===== src/rtl/core/usr_pkg.sv =====
// Types, codes and helpers shared by the USB standard request handler.
`timescale 1ns / 1ps

package usr_pkg;

    // Event kinds
    localparam logic [1:0] KIND_SETUP     = 2'd0;
    localparam logic [1:0] KIND_DATA      = 2'd1;
    localparam logic [1:0] KIND_STATUS    = 2'd2;
    localparam logic [1:0] KIND_BUS_RESET = 2'd3;

    // bmRequestType type field
    localparam logic [1:0] RT_TYPE_STANDARD = 2'd0;
    localparam logic [1:0] RT_TYPE_CLASS    = 2'd1;

    // Full bmRequestType values checked by the standard requests
    localparam logic [7:0] RT_OUT_DEVICE    = 8'h00;
    localparam logic [7:0] RT_OUT_INTERFACE = 8'h01;
    localparam logic [7:0] RT_OUT_ENDPOINT  = 8'h02;
    localparam logic [7:0] RT_IN_DEVICE     = 8'h80;
    localparam logic [7:0] RT_IN_INTERFACE  = 8'h81;
    localparam logic [7:0] RT_IN_ENDPOINT   = 8'h82;

    // bRequest codes
    localparam logic [7:0] RQ_GET_STATUS        = 8'd0;
    localparam logic [7:0] RQ_CLEAR_FEATURE     = 8'd1;
    localparam logic [7:0] RQ_SET_FEATURE       = 8'd3;
    localparam logic [7:0] RQ_SET_ADDRESS       = 8'd5;
    localparam logic [7:0] RQ_GET_DESCRIPTOR    = 8'd6;
    localparam logic [7:0] RQ_GET_CONFIGURATION = 8'd8;
    localparam logic [7:0] RQ_SET_CONFIGURATION = 8'd9;
    localparam logic [7:0] RQ_GET_INTERFACE     = 8'd10;
    localparam logic [7:0] RQ_SET_INTERFACE     = 8'd11;

    // Descriptor types and language ids
    localparam logic [7:0]  DT_DEVICE = 8'd1;
    localparam logic [7:0]  DT_CONFIG = 8'd2;
    localparam logic [7:0]  DT_STRING = 8'd3;
    localparam logic [15:0] LANG_EN_US = 16'h0409;
    localparam logic [15:0] LANG_JA    = 16'h0411;
    localparam logic [15:0] MAX_ADDRESS = 16'd127;

    // Verdicts
    localparam logic [2:0] VERDICT_ACCEPT  = 3'd0;
    localparam logic [2:0] VERDICT_STALL   = 3'd1;
    localparam logic [2:0] VERDICT_REPLY   = 3'd2;
    localparam logic [2:0] VERDICT_FETCH   = 3'd3;
    localparam logic [2:0] VERDICT_FORWARD = 3'd4;

    // Endpoint marks
    localparam logic [1:0] MARK_DISABLED = 2'd0;
    localparam logic [1:0] MARK_ENABLED  = 2'd1;
    localparam logic [1:0] MARK_HALTED   = 2'd2;

    // Reported device state codes
    localparam logic [1:0] DEV_STATE_POWERED    = 2'd0;
    localparam logic [1:0] DEV_STATE_DEFAULT    = 2'd1;
    localparam logic [1:0] DEV_STATE_ADDRESS    = 2'd2;
    localparam logic [1:0] DEV_STATE_CONFIGURED = 2'd3;

    // Configuration register indexes
    localparam logic [2:0] CFG_CONFIG_VALUE       = 3'd0;
    localparam logic [2:0] CFG_NOTIFY_EP          = 3'd1;
    localparam logic [2:0] CFG_RX_EP              = 3'd2;
    localparam logic [2:0] CFG_TX_EP              = 3'd3;
    localparam logic [2:0] CFG_STRING_INDEX_LIMIT = 3'd4;
    localparam logic [2:0] CFG_INTERFACE_COUNT    = 3'd5;
    localparam logic [2:0] CFG_COMM_INTERFACE     = 3'd6;
    localparam logic [2:0] CFG_DATA_INTERFACE     = 3'd7;

    typedef enum logic [3:0] {
        MODE_POWERED    = 4'b0001,
        MODE_DEFAULT    = 4'b0010,
        MODE_ADDRESS    = 4'b0100,
        MODE_CONFIGURED = 4'b1000
    } t_mode;

    typedef struct packed {
        logic [1:0]  kind;
        logic [7:0]  request_type;
        logic [7:0]  request_code;
        logic [15:0] setup_value;
        logic [15:0] setup_index;
        logic [15:0] setup_length;
    } t_req_item;

    typedef struct packed {
        logic [2:0]  verdict;
        logic [15:0] reply_data;
        logic [15:0] reply_length;
        logic [1:0]  device_state_now;
        logic        address_write;
        logic [6:0]  new_address;
        logic [5:0]  endpoint_marks;
        logic [2:0]  toggle_reset_mask;
    } t_req_result;

    typedef struct packed {
        logic [7:0] config_value;
        logic [7:0] notify_ep_address;
        logic [7:0] rx_ep_address;
        logic [7:0] tx_ep_address;
        logic [7:0] string_index_limit;
        logic [4:0] interface_count;
        logic [3:0] comm_interface;
        logic [3:0] data_interface;
    } t_cfg;

    typedef struct packed {
        t_mode           mode;
        logic [2:0][1:0] marks;   // notify, rx, tx from index 0
    } t_dev_state;

    function automatic logic [1:0] mode_code(input t_mode m);
        logic [1:0] c;
        unique case (m)
            MODE_POWERED:    c = DEV_STATE_POWERED;
            MODE_DEFAULT:    c = DEV_STATE_DEFAULT;
            MODE_ADDRESS:    c = DEV_STATE_ADDRESS;
            MODE_CONFIGURED: c = DEV_STATE_CONFIGURED;
            default:         c = DEV_STATE_POWERED;
        endcase
        return c;
    endfunction

endpackage


===== src/rtl/core/usr_decide.sv =====
// Request check, reply and next device state for one control event.
`timescale 1ns / 1ps

module usr_decide (
    input  usr_pkg::t_req_item   i_item,
    input  usr_pkg::t_cfg        i_cfg,
    input  usr_pkg::t_dev_state  i_state,
    output usr_pkg::t_req_result o_result,
    output usr_pkg::t_dev_state  o_state
);
    import usr_pkg::*;

    logic [7:0]  rt;
    logic [15:0] v;
    logic [15:0] ix;
    logic [15:0] ln;
    logic [7:0]  dt;
    logic [7:0]  di;
    logic [1:0]  rtype;
    logic        is_in;
    logic        dflt;
    logic        addr_m;
    logic        conf_m;
    logic        ix_zero;
    logic [2:0]  hit;
    logic        slot_ok;
    logic        ep_bad;
    logic        ifc_bad;
    logic        st_bad;
    logic        fails;

    assign rt      = i_item.request_type;
    assign v       = i_item.setup_value;
    assign ix      = i_item.setup_index;
    assign ln      = i_item.setup_length;
    assign dt      = v[15:8];
    assign di      = v[7:0];
    assign rtype   = rt[6:5];
    assign is_in   = rt[7];
    assign dflt    = (i_state.mode == MODE_DEFAULT);
    assign addr_m  = (i_state.mode == MODE_ADDRESS);
    assign conf_m  = (i_state.mode == MODE_CONFIGURED);
    assign ix_zero = (ix == 16'd0);

    // First match wins: notify, then rx, then tx
    assign hit[0] = !ix_zero && (ix == {8'h00, i_cfg.notify_ep_address});
    assign hit[1] = !ix_zero && !hit[0] && (ix == {8'h00, i_cfg.rx_ep_address});
    assign hit[2] = !ix_zero && !hit[0] && !hit[1] && (ix == {8'h00, i_cfg.tx_ep_address});
    assign slot_ok = |hit;
    assign ep_bad  = !ix_zero && (!conf_m || !slot_ok);
    assign ifc_bad = (ix >= {11'd0, i_cfg.interface_count});

    always_comb begin
        st_bad = 1'b1;
        unique case (rt)
            RT_IN_DEVICE:    st_bad = !ix_zero;
            RT_IN_INTERFACE: st_bad = ifc_bad || !conf_m;
            RT_IN_ENDPOINT:  st_bad = ep_bad;
            default:         st_bad = 1'b1;
        endcase
    end

    always_comb begin
        fails = 1'b1;
        unique case (i_item.request_code) inside
            RQ_GET_DESCRIPTOR: begin
                if (rt != RT_IN_DEVICE) begin
                    fails = 1'b1;
                end else if (dt == DT_DEVICE || dt == DT_CONFIG) begin
                    fails = (di != 8'd0) || !ix_zero;
                end else if (dt == DT_STRING) begin
                    fails = ((di == 8'd0) && !ix_zero)
                         || ((di != 8'd0) && (ix != LANG_EN_US) && (ix != LANG_JA))
                         || (di > i_cfg.string_index_limit);
                end else begin
                    fails = 1'b1;
                end
            end
            RQ_GET_CONFIGURATION: begin
                fails = (rt != RT_IN_DEVICE) || (v != 16'd0) || !ix_zero
                     || (ln != 16'd1) || dflt;
            end
            RQ_GET_INTERFACE: begin
                fails = (rt != RT_IN_INTERFACE) || ifc_bad || addr_m || (v != 16'd0)
                     || (ln != 16'd1) || dflt;
            end
            RQ_GET_STATUS: begin
                fails = st_bad || (v != 16'd0) || (ln != 16'd2) || dflt;
            end
            RQ_SET_ADDRESS: begin
                fails = (rt != RT_OUT_DEVICE) || (v > MAX_ADDRESS) || !ix_zero
                     || (ln != 16'd0) || conf_m;
            end
            RQ_SET_CONFIGURATION: begin
                fails = (rt != RT_OUT_DEVICE)
                     || ((v != 16'd0) && (v != {8'h00, i_cfg.config_value}))
                     || !ix_zero || (ln != 16'd0) || dflt;
            end
            RQ_SET_INTERFACE: begin
                fails = (rt != RT_OUT_INTERFACE) || (v != 16'd0) || ifc_bad || addr_m
                     || (ln != 16'd0) || dflt;
            end
            RQ_SET_FEATURE, RQ_CLEAR_FEATURE: begin
                fails = (rt != RT_OUT_ENDPOINT) || (v != 16'd0) || ep_bad
                     || (ln != 16'd0) || dflt;
            end
            default: fails = 1'b1;
        endcase
    end

    always_comb begin
        o_state  = i_state;
        o_result = '0;
        if (i_item.kind == KIND_BUS_RESET) begin
            o_state.mode  = MODE_DEFAULT;
            o_state.marks = {3{MARK_DISABLED}};
        end else if (i_state.mode == MODE_POWERED) begin
            o_result.verdict = VERDICT_STALL;
        end else if (rtype == RT_TYPE_CLASS) begin
            if (!conf_m) begin
                o_result.verdict = VERDICT_STALL;
            end else if (i_item.kind == KIND_STATUS && is_in) begin
                o_result.verdict = VERDICT_ACCEPT;
            end else begin
                o_result.verdict = VERDICT_FORWARD;
            end
        end else if (rtype != RT_TYPE_STANDARD) begin
            o_result.verdict = VERDICT_STALL;
        end else if (i_item.kind == KIND_SETUP) begin
            if (fails) begin
                o_result.verdict = VERDICT_STALL;
            end else if (is_in) begin
                o_result.verdict = VERDICT_REPLY;
                if (i_item.request_code == RQ_GET_DESCRIPTOR) begin
                    o_result.verdict      = VERDICT_FETCH;
                    o_result.reply_length = ln;
                end else if (i_item.request_code == RQ_GET_CONFIGURATION) begin
                    o_result.reply_data   = addr_m ? 16'd0 : {8'h00, i_cfg.config_value};
                    o_result.reply_length = 16'd1;
                end else if (i_item.request_code == RQ_GET_INTERFACE) begin
                    o_result.reply_length = 16'd1;
                end else begin
                    o_result.reply_length = 16'd2;
                    if (rt == RT_IN_ENDPOINT) begin
                        for (int s = 0; s < 3; s++) begin
                            if (hit[s] && i_state.marks[s] == MARK_HALTED) begin
                                o_result.reply_data = 16'd1;
                            end
                        end
                    end
                end
            end
        end else if (i_item.kind == KIND_STATUS && !is_in) begin
            if (fails) begin
                o_result.verdict = VERDICT_STALL;
            end else if (i_item.request_code == RQ_SET_ADDRESS) begin
                if (dflt && v != 16'd0) begin
                    o_state.mode = MODE_ADDRESS;
                end else if (addr_m && v == 16'd0) begin
                    o_state.mode = MODE_DEFAULT;
                end
                o_result.address_write = 1'b1;
                o_result.new_address   = v[6:0];
            end else if (i_item.request_code == RQ_SET_CONFIGURATION) begin
                if (addr_m && v != 16'd0) begin
                    o_state.mode  = MODE_CONFIGURED;
                    o_state.marks = {3{MARK_ENABLED}};
                end else if (conf_m && v == 16'd0) begin
                    o_state.mode  = MODE_ADDRESS;
                    o_state.marks = {3{MARK_DISABLED}};
                end else begin
                    for (int s = 0; s < 3; s++) begin
                        if (i_state.marks[s] == MARK_HALTED) begin
                            o_state.marks[s] = MARK_ENABLED;
                        end
                    end
                end
            end else if (i_item.request_code == RQ_SET_INTERFACE) begin
                if (ix == {12'd0, i_cfg.comm_interface}) begin
                    if (i_state.marks[0] == MARK_HALTED) begin
                        o_state.marks[0] = MARK_ENABLED;
                    end
                end else if (ix == {12'd0, i_cfg.data_interface}) begin
                    for (int s = 1; s < 3; s++) begin
                        if (i_state.marks[s] == MARK_HALTED) begin
                            o_state.marks[s] = MARK_ENABLED;
                        end
                    end
                end
            end else if (i_item.request_code == RQ_SET_FEATURE) begin
                for (int s = 0; s < 3; s++) begin
                    if (hit[s]) begin
                        o_state.marks[s] = MARK_HALTED;
                    end
                end
            end else if (i_item.request_code == RQ_CLEAR_FEATURE) begin
                for (int s = 0; s < 3; s++) begin
                    if (hit[s] && i_state.marks[s] == MARK_HALTED) begin
                        o_state.marks[s]              = MARK_ENABLED;
                        o_result.toggle_reset_mask[s] = 1'b1;
                    end
                end
            end
        end
        o_result.device_state_now = mode_code(o_state.mode);
        o_result.endpoint_marks   = o_state.marks;
    end

endmodule


===== src/rtl/core/usb_standard_request_handler_top.sv =====
// Top level of the USB standard request handler: registers, handshake and state.
`timescale 1ns / 1ps

// Takes one control transfer event per item (setup, data or status stage with the
// eight setup bytes, or a bus reset) and returns exactly one result item for it:
// a verdict, any reply bytes for get configuration, get interface and get status,
// the device state after the event, a set address strobe, the three endpoint marks
// and the data toggle reset mask. One item is accepted every cycle unless the consumer
// stalls; an accepted item is loaded into the input register and its result goes
// into the result register once the output slot is free, with the device state and
// endpoint marks updated in the same cycle the result is registered, so the next item
// already sees them. The output register holds a result while the consumer stalls
// and the input register keeps accepting until it also fills. Configuration
// registers are written through a plain write port and should only change while no
// item is in flight.
module usb_standard_request_handler_top (
    input  logic                 i_clk,
    input  logic                 i_rst_n,
    // Configuration write port
    input  logic                 i_cfg_we,
    input  logic [2:0]           i_cfg_index,
    input  logic [7:0]           i_cfg_data,
    // Event channel
    input  logic                 i_in_valid,
    output logic                 o_in_ready,
    input  usr_pkg::t_req_item   i_in,
    // Result channel
    output logic                 o_out_valid,
    input  logic                 i_out_ready,
    output usr_pkg::t_req_result o_out
);
    import usr_pkg::*;

    t_cfg        r_cfg;
    t_cfg        n_cfg;
    t_dev_state  r_state;
    t_dev_state  n_state;
    logic        r_in_valid;
    t_req_item   r_in;
    logic        r_out_valid;
    t_req_result r_out;
    t_req_result n_out;
    logic        advance;

    // Move the held item into the result register when that slot is free
    assign advance    = r_in_valid && (!r_out_valid || i_out_ready);
    assign o_in_ready = !r_in_valid || advance;

    usr_decide u_decide (
        .i_item   (r_in),
        .i_cfg    (r_cfg),
        .i_state  (r_state),
        .o_result (n_out),
        .o_state  (n_state)
    );

    // Register writes: truncate data to each register's width
    always_comb begin
        n_cfg = r_cfg;
        if (i_cfg_we) begin
            unique case (i_cfg_index)
                CFG_CONFIG_VALUE:       n_cfg.config_value       = i_cfg_data;
                CFG_NOTIFY_EP:          n_cfg.notify_ep_address  = i_cfg_data;
                CFG_RX_EP:              n_cfg.rx_ep_address      = i_cfg_data;
                CFG_TX_EP:              n_cfg.tx_ep_address      = i_cfg_data;
                CFG_STRING_INDEX_LIMIT: n_cfg.string_index_limit = i_cfg_data;
                CFG_INTERFACE_COUNT:    n_cfg.interface_count    = i_cfg_data[4:0];
                CFG_COMM_INTERFACE:     n_cfg.comm_interface     = i_cfg_data[3:0];
                CFG_DATA_INTERFACE:     n_cfg.data_interface     = i_cfg_data[3:0];
                default:                n_cfg = r_cfg;
            endcase
        end
    end

    always_ff @(posedge i_clk) begin
        if (!i_rst_n) begin
            r_cfg.config_value       <= 8'd1;
            r_cfg.notify_ep_address  <= 8'h81;
            r_cfg.rx_ep_address      <= 8'h02;
            r_cfg.tx_ep_address      <= 8'h82;
            r_cfg.string_index_limit <= 8'd3;
            r_cfg.interface_count    <= 5'd2;
            r_cfg.comm_interface     <= 4'd0;
            r_cfg.data_interface     <= 4'd1;
        end else begin
            r_cfg <= n_cfg;
        end
    end

    // Control state: valid flags, device mode and endpoint marks
    always_ff @(posedge i_clk) begin
        if (!i_rst_n) begin
            r_in_valid    <= 1'b0;
            r_out_valid   <= 1'b0;
            r_state.mode  <= MODE_POWERED;
            r_state.marks <= {3{MARK_DISABLED}};
        end else begin
            if (o_in_ready) begin
                r_in_valid <= i_in_valid;
            end
            if (advance) begin
                r_out_valid <= 1'b1;
                r_state     <= n_state;
            end else if (i_out_ready) begin
                r_out_valid <= 1'b0;
            end
        end
    end

    // Payload registers: load on transfer, hold otherwise
    always_ff @(posedge i_clk) begin
        if (o_in_ready && i_in_valid) begin
            r_in <= i_in;
        end
        if (advance) begin
            r_out <= n_out;
        end
    end

    assign o_out_valid = r_out_valid;
    assign o_out       = r_out;

    // A set address strobe only comes with an accepted status stage
    a_addr_write_accept: assert property (@(posedge i_clk) disable iff (!i_rst_n)
        o_out_valid && o_out.address_write |-> o_out.verdict == VERDICT_ACCEPT)
        else $error("address write without accept verdict");

    // Endpoints carry marks only in the configured state
    a_marks_need_config: assert property (@(posedge i_clk) disable iff (!i_rst_n)
        o_out_valid && o_out.device_state_now != DEV_STATE_CONFIGURED
        |-> o_out.endpoint_marks == 6'd0)
        else $error("endpoint marked outside configured state");

    // A toggle reset comes from an accepted clear halt only
    a_toggle_accept: assert property (@(posedge i_clk) disable iff (!i_rst_n)
        o_out_valid && o_out.toggle_reset_mask != 3'd0
        |-> o_out.verdict == VERDICT_ACCEPT && $onehot(o_out.toggle_reset_mask))
        else $error("toggle reset without single accepted clear halt");

    // A held input item is never dropped: if it cannot advance, input stays blocked
    a_hold_blocks_input: assert property (@(posedge i_clk) disable iff (!i_rst_n)
        r_in_valid && !advance |-> !o_in_ready)
        else $error("input accepted over a held item");

endmodule

===== config.mk =====
export PLATFORM = sky130hd
export DESIGN_NAME = usb_standard_request_handler_top
export DESIGN_NICKNAME = d
export VERILOG_FILES = /design/src/rtl/core/usr_pkg.sv /design/src/rtl/core/usr_decide.sv /design/src/rtl/core/usb_standard_request_handler_top.sv
export SDC_FILE = /design/constraint.sdc
export NUM_CORES = 1
export LEC_CHECK = 0
export BUFFER_PORTS_ARGS = -buffer_cell sky130_fd_sc_hd__buf_2
export CORE_UTILIZATION = 50
export DETAILED_ROUTE_END_ITERATION = 7
export GPL_TIMING_DRIVEN = 0
export PLACE_DENSITY = 0.75
export SYNTH_ARGS = -nofsm -noshare
export SYNTH_HDL_FRONTEND = slang
export SYNTH_SLANG_ARGS = --single-unit

===== constraint.sdc =====
create_clock -name i_clk -period 2.8 [get_ports i_clk]
set_input_delay 0.14 -clock i_clk [delete_from_list [all_inputs] [get_ports i_clk]]
set_output_delay 0.14 -clock i_clk [all_outputs]
set_load 0.005 [all_outputs]

## Yosys cells after proc, flatten, opt, wreduce, memory -nomap -nowiden

Cells that the tools add are included.

- Word-level logic and storage cells: 243
- Output and inout bits: 56
- Register bits: 185

- Order comparisons: 3
- Bitwise gates (word level): 5
- Equal/unequal tests: 48
- Multiplexer cells: 64
- Reduce and logical (&&, ||, !) cells: 94

Operators by type and width:

| cell | number |
|---|---|
| $mux W10 | 8 |
| $mux W16 | 5 |
| $eq A16 B8 Y1 | 3 |
| $logic_or A1 B1 Y1 | 37 |
| $mux W6 | 6 |
| $mux W35 | 1 |
| $eq A16 B4 Y1 | 2 |
| $eq A8 B4 Y1 const B | 4 |
| $logic_not A16 Y1 | 2 |
| $mux W32 | 1 |
| $ne A16 B11 Y1 const B | 2 |
| $reduce_bool A16 Y1 | 2 |
| $mux W4 | 7 |
| $eq A8 B2 Y1 const B | 3 |
| $eq A8 B8 Y1 const B | 3 |
| $mux W2 | 11 |
| $logic_and A1 B1 Y1 | 21 |
| $mux W3 | 7 |
| $eq A8 B1 Y1 const B | 2 |
| $eq A8 B3 Y1 const B | 2 |
| $ge A16 B5 Y1 | 1 |
| $gt A16 B7 Y1 const B | 1 |
| $logic_not A8 Y1 | 2 |
| $mux W8 | 2 |
| 32 further kinds | 79 |

## Depth between registers and ports, before layout

Gate-level depths: netlist (run 1).

- Word-level depth: 27
- Gate-level depth with buffers: 13
- Gate-level depth less buffers: 11

## Modules after synthesis

From an unflattened synthesis (run 1), not the netlist that was laid out.

- Cells, all modules: 752
- Area, all modules: 8493.1 µm²

By module, submodules not included:

| module | times used | cells each | area each (µm²) |
|---|---|---|---|
| usb_standard_request_handler_top | 1 | 364 | 5926.9 |
| usr_decide | 1 | 388 | 2566.2 |

## Worst setup path after synthesis (run 1)

Ideal clock, no wire load.

- Path type: register -> register
- From: register r_in[16] in the netlist's numbering
- To: register r_out (netlist bit o_out[5]) (data pin)
- Arrival: 2.611 ns
- Setup time: 0.266 ns
- Buffers on the path: 2
- Path slack: -0.077 ns
- Stages on the path, launching flop included: 14
- Cells stage by stage: edfxtp_1 buf_2 inv_1 ha_1 nor3b_1 o21ai_0 a211oi_1 a21oi_1 o311ai_2 and3_1 o2111a_2 buf_4 mux2i_1 nor2_1

RTL lines:

| what | RTL line | RTL |
|---|---|---|
| from (decl) | usb_standard_request_handler_top.sv:39 | `t_req_item r_in;` |
| from (signal assigned) | usb_standard_request_handler_top.sv:113 | `r_in <= i_in;` |
| to (signal assigned) | usb_standard_request_handler_top.sv:116 | `r_out <= n_out;` |
| to (decl) | usb_standard_request_handler_top.sv:41 | `t_req_result r_out;` |

==> results.md, run 1 <==
* Post-route ant nets at 0
* Mapped Cells at 790
* Max-slew violations at 0
* Num CTS Buffers at 17
* WP data required at 2.96 ns
* Clock Root Buffer: clkbuf_16
* Bufs and invs on worst path at 2
* Sw frac at 24.2%
* FF/Latch Area at 4670 sq um
* Reg2reg start: r_in[35]$_DFFE_PP_
* Max-slew headroom at 36.0%
* H-tree Lvls at 4
* Final GP Congestion at 0.909
* PD cells at 524 nW/um^2
* Routed wire length at 22900 microns
* Final net count at 1152
* Global Route Usage Sum at 25.9%
* Clk pwr share at 42.1%
* Sw Pwr at 1.46 mW
* Worst setup margin at -0.311 ns
* Clock sinks at 177
* Initial antenna violation count at 0
* Yosys warns at 0
* Max-cap violations at 0
* Kind of critical path: register to register
* RSZ-0062 raised after global routing: yes
* CP delay by family, top: simple AND/OR/NAND/NOR gates
* CP max FO at 7
* Synth Area in Adders at 1.93%
* Die area at 17400 sq um
* GRT Residual Overflow at 0
* Multi-input logic area at 3930 sq um
* Die X at 132 microns
* Max frequency at 0.321 GHz
* Filler cells at 1185
* Share of layout cells above drive strength 1 at 28.6%
* Sequential share of power at 49.1%
* Clk_skew at 0.0122 ns
* Cell area after synthesis at 8430 sq um
* Leak at 4.34 nW
* Largest family of logic cells by synthesized area: simple AND/OR/NAND/NOR gates
* Die H at 132 microns
* Clock Latency Late Sink at 0.44 ns
* Area growth syn-to-layout at 36.6%
* Dpl hpwl at 14300 microns
* IO buf count at 125
* Post-synthesis simple-gate area fraction at 22.1%
* Initial DRC Count at 510
* XOR/XNOR Fraction of Synth Area at 4.37%
* IR drop worst, VDD at 0.000469 V
* Syn Area/Cell at 10.7 sq um
* Via Count at 7140
* Slowest stage delay, CP at 0.45 ns
* Critical Path Start: r_in[35]$_DFFE_PP_
* Hold Path Origin: i_cfg_data[7]
* Initial Utilization at 51.0%
* DRC viols at 0
* Async S/R FF share, synth at 0%
* Finished Cell Area at 11500 sq um
* Fin. Hold Viols at 0
* Area after DPL at 9410 sq um
* Outcome: finished with violations
* Internal power at 4.57 mW
* Mux cell area share after synthesis at 2.14%
* Via-per-instance ratio at 5.53
* Post-synth cell types at 80
* Worst slew pin tran at 0.947 ns
* Hold WC Path Type: primary input to register
* Synth Area in Compound Gates at 10.8%
* Fin crit period at 3.11 ns
* WL per Instance at 17.7 microns
* Antenna diodes at 0
* Setup TNS at -8.21 ns
* CTS tree: built
* Worst setup EP type: register
* Comb power frac at 8.7%
* Critical path's slowest cell: edfxtp_1
* Crit-path cells: nor4_4 > nand4_1 > buf_6 > nor4_4 > a22oi_2 > a211oi_2 > and3_4 > o2111a_2 > buf_6 > mux2i_1 > nor2_1
* First-pass GRT wire length at 34500 microns
* Final worst path period share at 111%
* Clock Path Buffers at 2
* Setup slack, reg-to-reg at -0.31 ns
* Rows at 47
* Critical path startpoint category: register
* DRT Pass-1 Iters at 5
* Reg clk slew, reported paths at 0.07 ns
* Post-synth EDFFs at 112
* Vias in the first global route at 6553
* Most used DFF post-synth: edfxtp_1
* Largest net degree at the start of global routing at 67
* Ports at 138
* CP arrival at 3.27 ns
* Failing checks: setup timing
* Core area at 16500 sq um
* Setup Viol. Count Final at 42
* Register area share after synthesis at 55.4%
* Yosys reg bits at 177
[power by group through the flow]
stage | Clock, mW | Sequential, mW | Combinational (mW)
after floorplan | 0 | 2.99 | 0.226
after global placement | 0 | 3.01 | 0.373
after detailed placement | 0 | 3.01 | 0.384
after CTS | 2.56 | 2.96 | 0.490
after global routing | 2.67 | 2.97 | 0.570
final | 2.54 | 2.96 | 0.527
[per-stage QoR]
step                total power, mW  std cells  utilization, %  setup slack (ns)  hold WS (ns)
floorplan                      3.22        797               -            0.0228         0.229
global placement               3.38       1142            56.8            -0.752         0.317
detailed placement             3.39       1143            56.9            -0.708         0.318
CTS                            6.01       1268            67.6            -0.214       0.00506
global route                   6.21       1290            69.7            -0.444        0.0179
finish                         6.03       1290            69.7            -0.311        0.0250
[sequential cells by signal (all words and copies together) (netlist names)]
name	count
r_in	66
o_out	46
o_out_valid	1
r_state	10
r_in_valid	1
r_cfg	53
[per-layer routing]
metal	global-route usage, %	routed length, microns	vias to the layer above	part of all wire (%)
met3	5.23	1440	47	6.3
met1	33.7	9530	3381	42
met2	42.7	11300	322	50
li1	-	-	3390	-
met4	9.95	578	0	2.5
met5	0	0	-	0
[worst register-to-register path: stages (launching register included)]
cell	delay, ns
edfxtp_1	0.45
nor4_4	0.42
nand4_1	0.24
buf_6	0.21
nor4_4	0.17
a22oi_2	0.09
a211oi_2	0.29
and3_4	0.25
o2111a_2	0.27
buf_6	0.17
mux2i_1	0.21
nor2_1	0.07
[cells by family (layout without fill, tap and decap cells)]
| kind of cell | count (synthesis) | in the layout |
|---|---|---|
| multiplexers | 18 | 18 |
| AND/OR/NAND/NOR | 348 | 348 |
| flip-flops | 177 | 177 |
| AO/OA/AOI/OAI | 131 | 131 |
| buffers and inverters | 60 | 333 |
| XOR/XNOR | 42 | 42 |
| adder cells (fa/ha/maj) | 13 | 13 |
| other | 1 | 8 |
[cells in the mapped netlist (all sizes together) (5+ instances only)]
master,number,area [sq um]
xnor2,38,333
nand2b,6,37.5
dfxtp,65,1300
nor3,14,90.1
clkbuf,27,101
and3,5,31.3
nor4,16,143
nand3,26,140
nand4,22,138
buf,15,104
nand3b,5,41.3
a21oi,51,255
nor2b,12,75.1
mux2i,18,180
nor4b,5,65.1
edfxtp,112,3360
nor2,60,241
ha,13,163
inv,18,67.6
nand2,119,447
and2,37,231
o21ai,16,80.1
o31ai,8,73.8
[path summary, 6_finish.rpt]
check / endpoint / cells past startpoint
max: o_out[5]$_DFFE_PP_ / 11
min reg2reg: r_cfg[19]$_SDFFE_PN0P_ / 2
min: r_cfg[52]$_SDFFE_PN0P_ / 3
max reg2reg: o_out[5]$_DFFE_PP_ / 11
[layout by cell type (no fill, tap or decap), types with 5 or more instances in the layout]
cell type      synthesis  routed
nor4_4                 2      10
nand4_1               22      22
nor2_2                 0       5
clkbuf_16              0      17
and2_4                 0       8
o21ai_0               15      11
nand2_1              119     116
inv_8                  0       5
buf_6                  1      11
clkbuf_1              27      23
a21oi_2                0       7
mux2i_1               18      18
and2_1                37      29
nand3_1               24      21
nor3_1                10       8
edfxtp_1             112     112
nor2_1                59      54
inv_1                 17      15
buf_4                  9      46
o31ai_1                7       5
buf_2                  5     127
a21oi_1               51      44
nand2b_1               6       6
dfxtp_1               65      63
conb_1                 1       8
dlygate4sd3_1          0      70
xnor2_1               38      38
ha_1                  13      13
nor2b_1               12      12
[layout make-up]
class / count / share of cell area [%]
sequential: 177 / 40.5
tap: 220 / 2.39
clock buffer: 17 / 3.69
multi-input combinational: 560 / 34.1
clock inverter: 15 / 1.71
inverter: 18 / 0.587
timing repair buffer: 242 / 15.0
buffer: 41 / 1.98
[repair_timing]
| action | 4_1_cts | 5_1_grt |
|---|---|---|
| hold buffers | 70 | 0 |
| hold endpoints to repair | 70 | 0 |
| setup endpoints to repair | 54 | 54 |
| pin swaps | 44 | 33 |
| gates resized for setup | 56 | 40 |
| buffers inserted | 24 | 21 |
| gates cloned | 0 | 1 |
Power figures use the tool's default switching activity.
==> inputs of run 2 (changes only) <==
--- a/config.mk
+++ b/config.mk
@@ -9,7 +9,8 @@
 export CORE_UTILIZATION = 50
 export DETAILED_ROUTE_END_ITERATION = 7
 export GPL_TIMING_DRIVEN = 0
-export PLACE_DENSITY = 0.75
+export MAX_ROUTING_LAYER = met4
+export PLACE_DENSITY = 0.83
 export SYNTH_ARGS = -nofsm -noshare
 export SYNTH_HDL_FRONTEND = slang
 export SYNTH_SLANG_ARGS = --single-unit
==> results.md, run 2 (synthesis gave the netlist of run 1 again) <==
* Die H at 132 microns (unchanged)
* Post-route ant nets at 0 (unchanged)
* RSZ-0062 raised after global routing: yes
* Clock sinks at 177 (unchanged)
* Core area at 16500 sq um (unchanged)
* CP arrival at 3.32 ns (+0.05 ns)
* Clock Latency Late Sink at 0.43 ns (about the same)
* IR drop worst, VDD at 0.000393 V (-16%)
* Final GP Congestion at 0.927 (+2.0%)
* Hold Worst Slack at 0.0253 ns (+0.000285 ns)
* Leak at 4.37 nW (+0.76%)
* GRT Residual Overflow at 0 (unchanged)
* Fin. Hold Viols at 0 (unchanged)
* IO buf count at 125 (unchanged)
* Largest net degree at the start of global routing at 67 (unchanged)
* Worst r2r dst: o_out[7]$_DFFE_PP_
* Max-slew violations at 0 (unchanged)
* Clk_skew at 0.0112 ns (-0.00105 ns)
* First-pass GRT wire length at 37400 microns (+8.6%)
* Slowest stage delay, CP at 0.59 ns (+0.14 ns)
* Setup slack, reg-to-reg at -0.36 ns (-0.04 ns)
* Area growth syn-to-layout at 37.8%
* Reg2reg start: r_state[6]$_SDFFE_PN1P_
* Setup TNS at -10.48 ns (-2.27 ns)
* Max-slew headroom at 37.7% (+1.7 points)
* Final worst path period share at 113% (+1.6 points)
* Filler cells at 1095 (-7.6%)
* Final net count at 1161 (+0.78%)
* Met1 WL at 9340 microns (-2.0%)
* Rows at 47 (unchanged)
* Fin crit period at 3.16 ns (+0.0447 ns)
* Hold WC Path Type: primary input to register
* Worst slew pin tran at 0.932 ns (-0.0153 ns)
* Kind of critical path: register to register
* Share of layout cells above drive strength 1 at 29.2% (+0.60 points)
* Inst Count DP at 1143 (unchanged)
* Vias in the first global route at 7207 (+10%)
* Via Count at 7507 (+5.1%)
* Met3 WL at 1970 microns (+37%)
* Most used cell along the critical path: buf_6
* Routed wire length at 25000 microns (+9.2%)
* Ports at 138 (unchanged)
* Critical path's slowest cell: or4b_1
* Dpl hpwl at 14900 microns (+3.7%)
* Via-per-instance ratio at 5.77 (+4.3%)
* Initial DRC Count at 905 (+77%)
* Reg clk slew, reported paths at 0.07 ns (about the same)
* Max-cap violations at 0 (unchanged)
* Non-filler cells, final at 1300 (+0.78%)
* Largest register FFs at 66 (unchanged)
* Hold Path Origin: i_cfg_data[7]
* Commonest non-fill, non-tap cell in the layout: buf_2
* Worst hold stages at 3 (unchanged)
* Reg2Reg Depth at 11 (unchanged)
* Critical path startpoint category: register
* DR top layer: met4
* Initial Utilization at 51.0% (unchanged)
* Outcome: finished with violations
* Clock Root Buffer: clkbuf_16
* Hold endpoint: r_cfg[36]$_SDFFE_PN0P_
* WL per Instance at 19.2 microns (+8.3%)
* Most frequent cells in the layout: 128 x buf_2, 117 x nand2_1, 112 x edfxtp_1
* CP max FO at 9 (+2)
* WP data required at 2.97 ns (about the same)
* PD cells at 521 nW/um^2 (-0.58%)
* Worst setup margin at -0.355 ns (-0.0447 ns)
* DR WL met2 at 12600 microns (+11%)
* Die area at 17400 sq um (unchanged)
* DRC viols at 0 (unchanged)
* Setup Viol. Count Final at 52 (+24%)
* Die X at 132 microns (unchanged)
* Worst setup EP type: register
* H-tree Lvls at 4 (unchanged)
* Global Route Usage Sum at 28.8% (+2.9 points)
* Biggest register: r_in
* Num CTS Buffers at 17 (unchanged)
* Max frequency at 0.317 GHz (-1.4%)
* Failing checks: setup timing
* DRT Pass-1 Iters at 5 (unchanged)
* Crit-path cells: or4b_1 > buf_6 > a2111oi_4 > o22ai_1 > a211oi_2 > buf_4 > and3_4 > o2111a_2 > buf_6 > mux2i_1 > nor2_1
* Clock Path Buffers at 2 (unchanged)
* Initial antenna violation count at 1 (+1)
* CTS tree: built
==> run 2: changes by cell type in the layout (fill, tap and decap cells not counted), sizes merged <==
cell      change
buf           +9
clkinvlp      +2
clkinv        -1
diode         +1
inv           -3
clkbuf        +2
==> run 2: metal layers <==
layer,GRT usage [%],up-vias
li1,-,3409
met1,33.6,3509
met2,48.0,475
met3,5.11,114
met4,14.2,0
met5,-,-
==> run 2: worst max-delay path, delay by kind of cell, from the launching register on <==
family | cells | cell delay [ns]
flops | 1 | 0.42
buf+inv | 3 | 0.50
compound gates | 4 | 0.90
mux | 1 | 0.22
simple gates | 3 | 0.84
==> run 2: area by class of cell <==
cell class | count | area [sq um] | share of cell area [%]
antenna | 1 | 2.50 | 0.0216
buffer | 41 | 224 | 1.93
clock buffer | 19 | 453 | 3.90
clock inverter | 13 | 171 | 1.48
inverter | 18 | 67.6 | 0.582
multi-input combinational | 560 | 3970 | 34.2
sequential | 177 | 4660 | 40.2
tap | 220 | 275 | 2.37
timing repair buffer | 251 | 1780 | 15.3
==> run 2: worst max path at each step <==
stage	from	end	slack [ns]	cells after the start
floorplan	r_in[49]$_DFFE_PP_	o_out[5]$_DFFE_PP_	0.02	10
global placement	r_in[33]$_DFFE_PP_	o_out[7]$_DFFE_PP_	-0.79	11
detailed placement	r_in[37]$_DFFE_PP_	o_out[5]$_DFFE_PP_	-0.78	11
CTS	r_in[37]$_DFFE_PP_	o_out[5]$_DFFE_PP_	-0.22	11
global route	r_in[10]$_DFFE_PP_	o_out[7]$_DFFE_PP_	-0.42	10
finish	r_state[6]$_SDFFE_PN1P_	o_out[7]$_DFFE_PP_	-0.36	11
==> run 2: stage by stage <==
stage | util (%) | total power, mW | instance area, sq um | setup WS, ns
2_1_floorplan | - | 3.22 | 8480 | 0.0228
3_3_place_gp | 56.8 | 3.38 | 9380 | -0.788
3_5_place_dp | 57.0 | 3.40 | 9410 | -0.777
4_1_cts | 68.8 | 5.99 | 11400 | -0.221
5_1_grt | 70.3 | 6.18 | 11600 | -0.425
6_report | 70.3 | 6.04 | 11600 | -0.355
==> run 2: what timing repair did <==
| item | 4_1_cts | 5_1_grt |
|---|---|---|
| cloned | 1 | 0 |
| hold endpoints to repair | 71 | 0 |
| gates resized for setup | 66 | 27 |
| pin swaps | 40 | 18 |
| hold buffers | 70 | 0 |
| endpoints found under the setup margin | 54 | 54 |
| buffers inserted | 41 | 13 |
==> run 2: where the power goes <==
| part | switching, mW | internal (mW) |
|---|---|---|
| combinational | 0.294 | 0.263 |
| clock | 1.06 | 1.47 |
| sequential | 0.0848 | 2.88 |
| total | 1.43 | 4.61 |
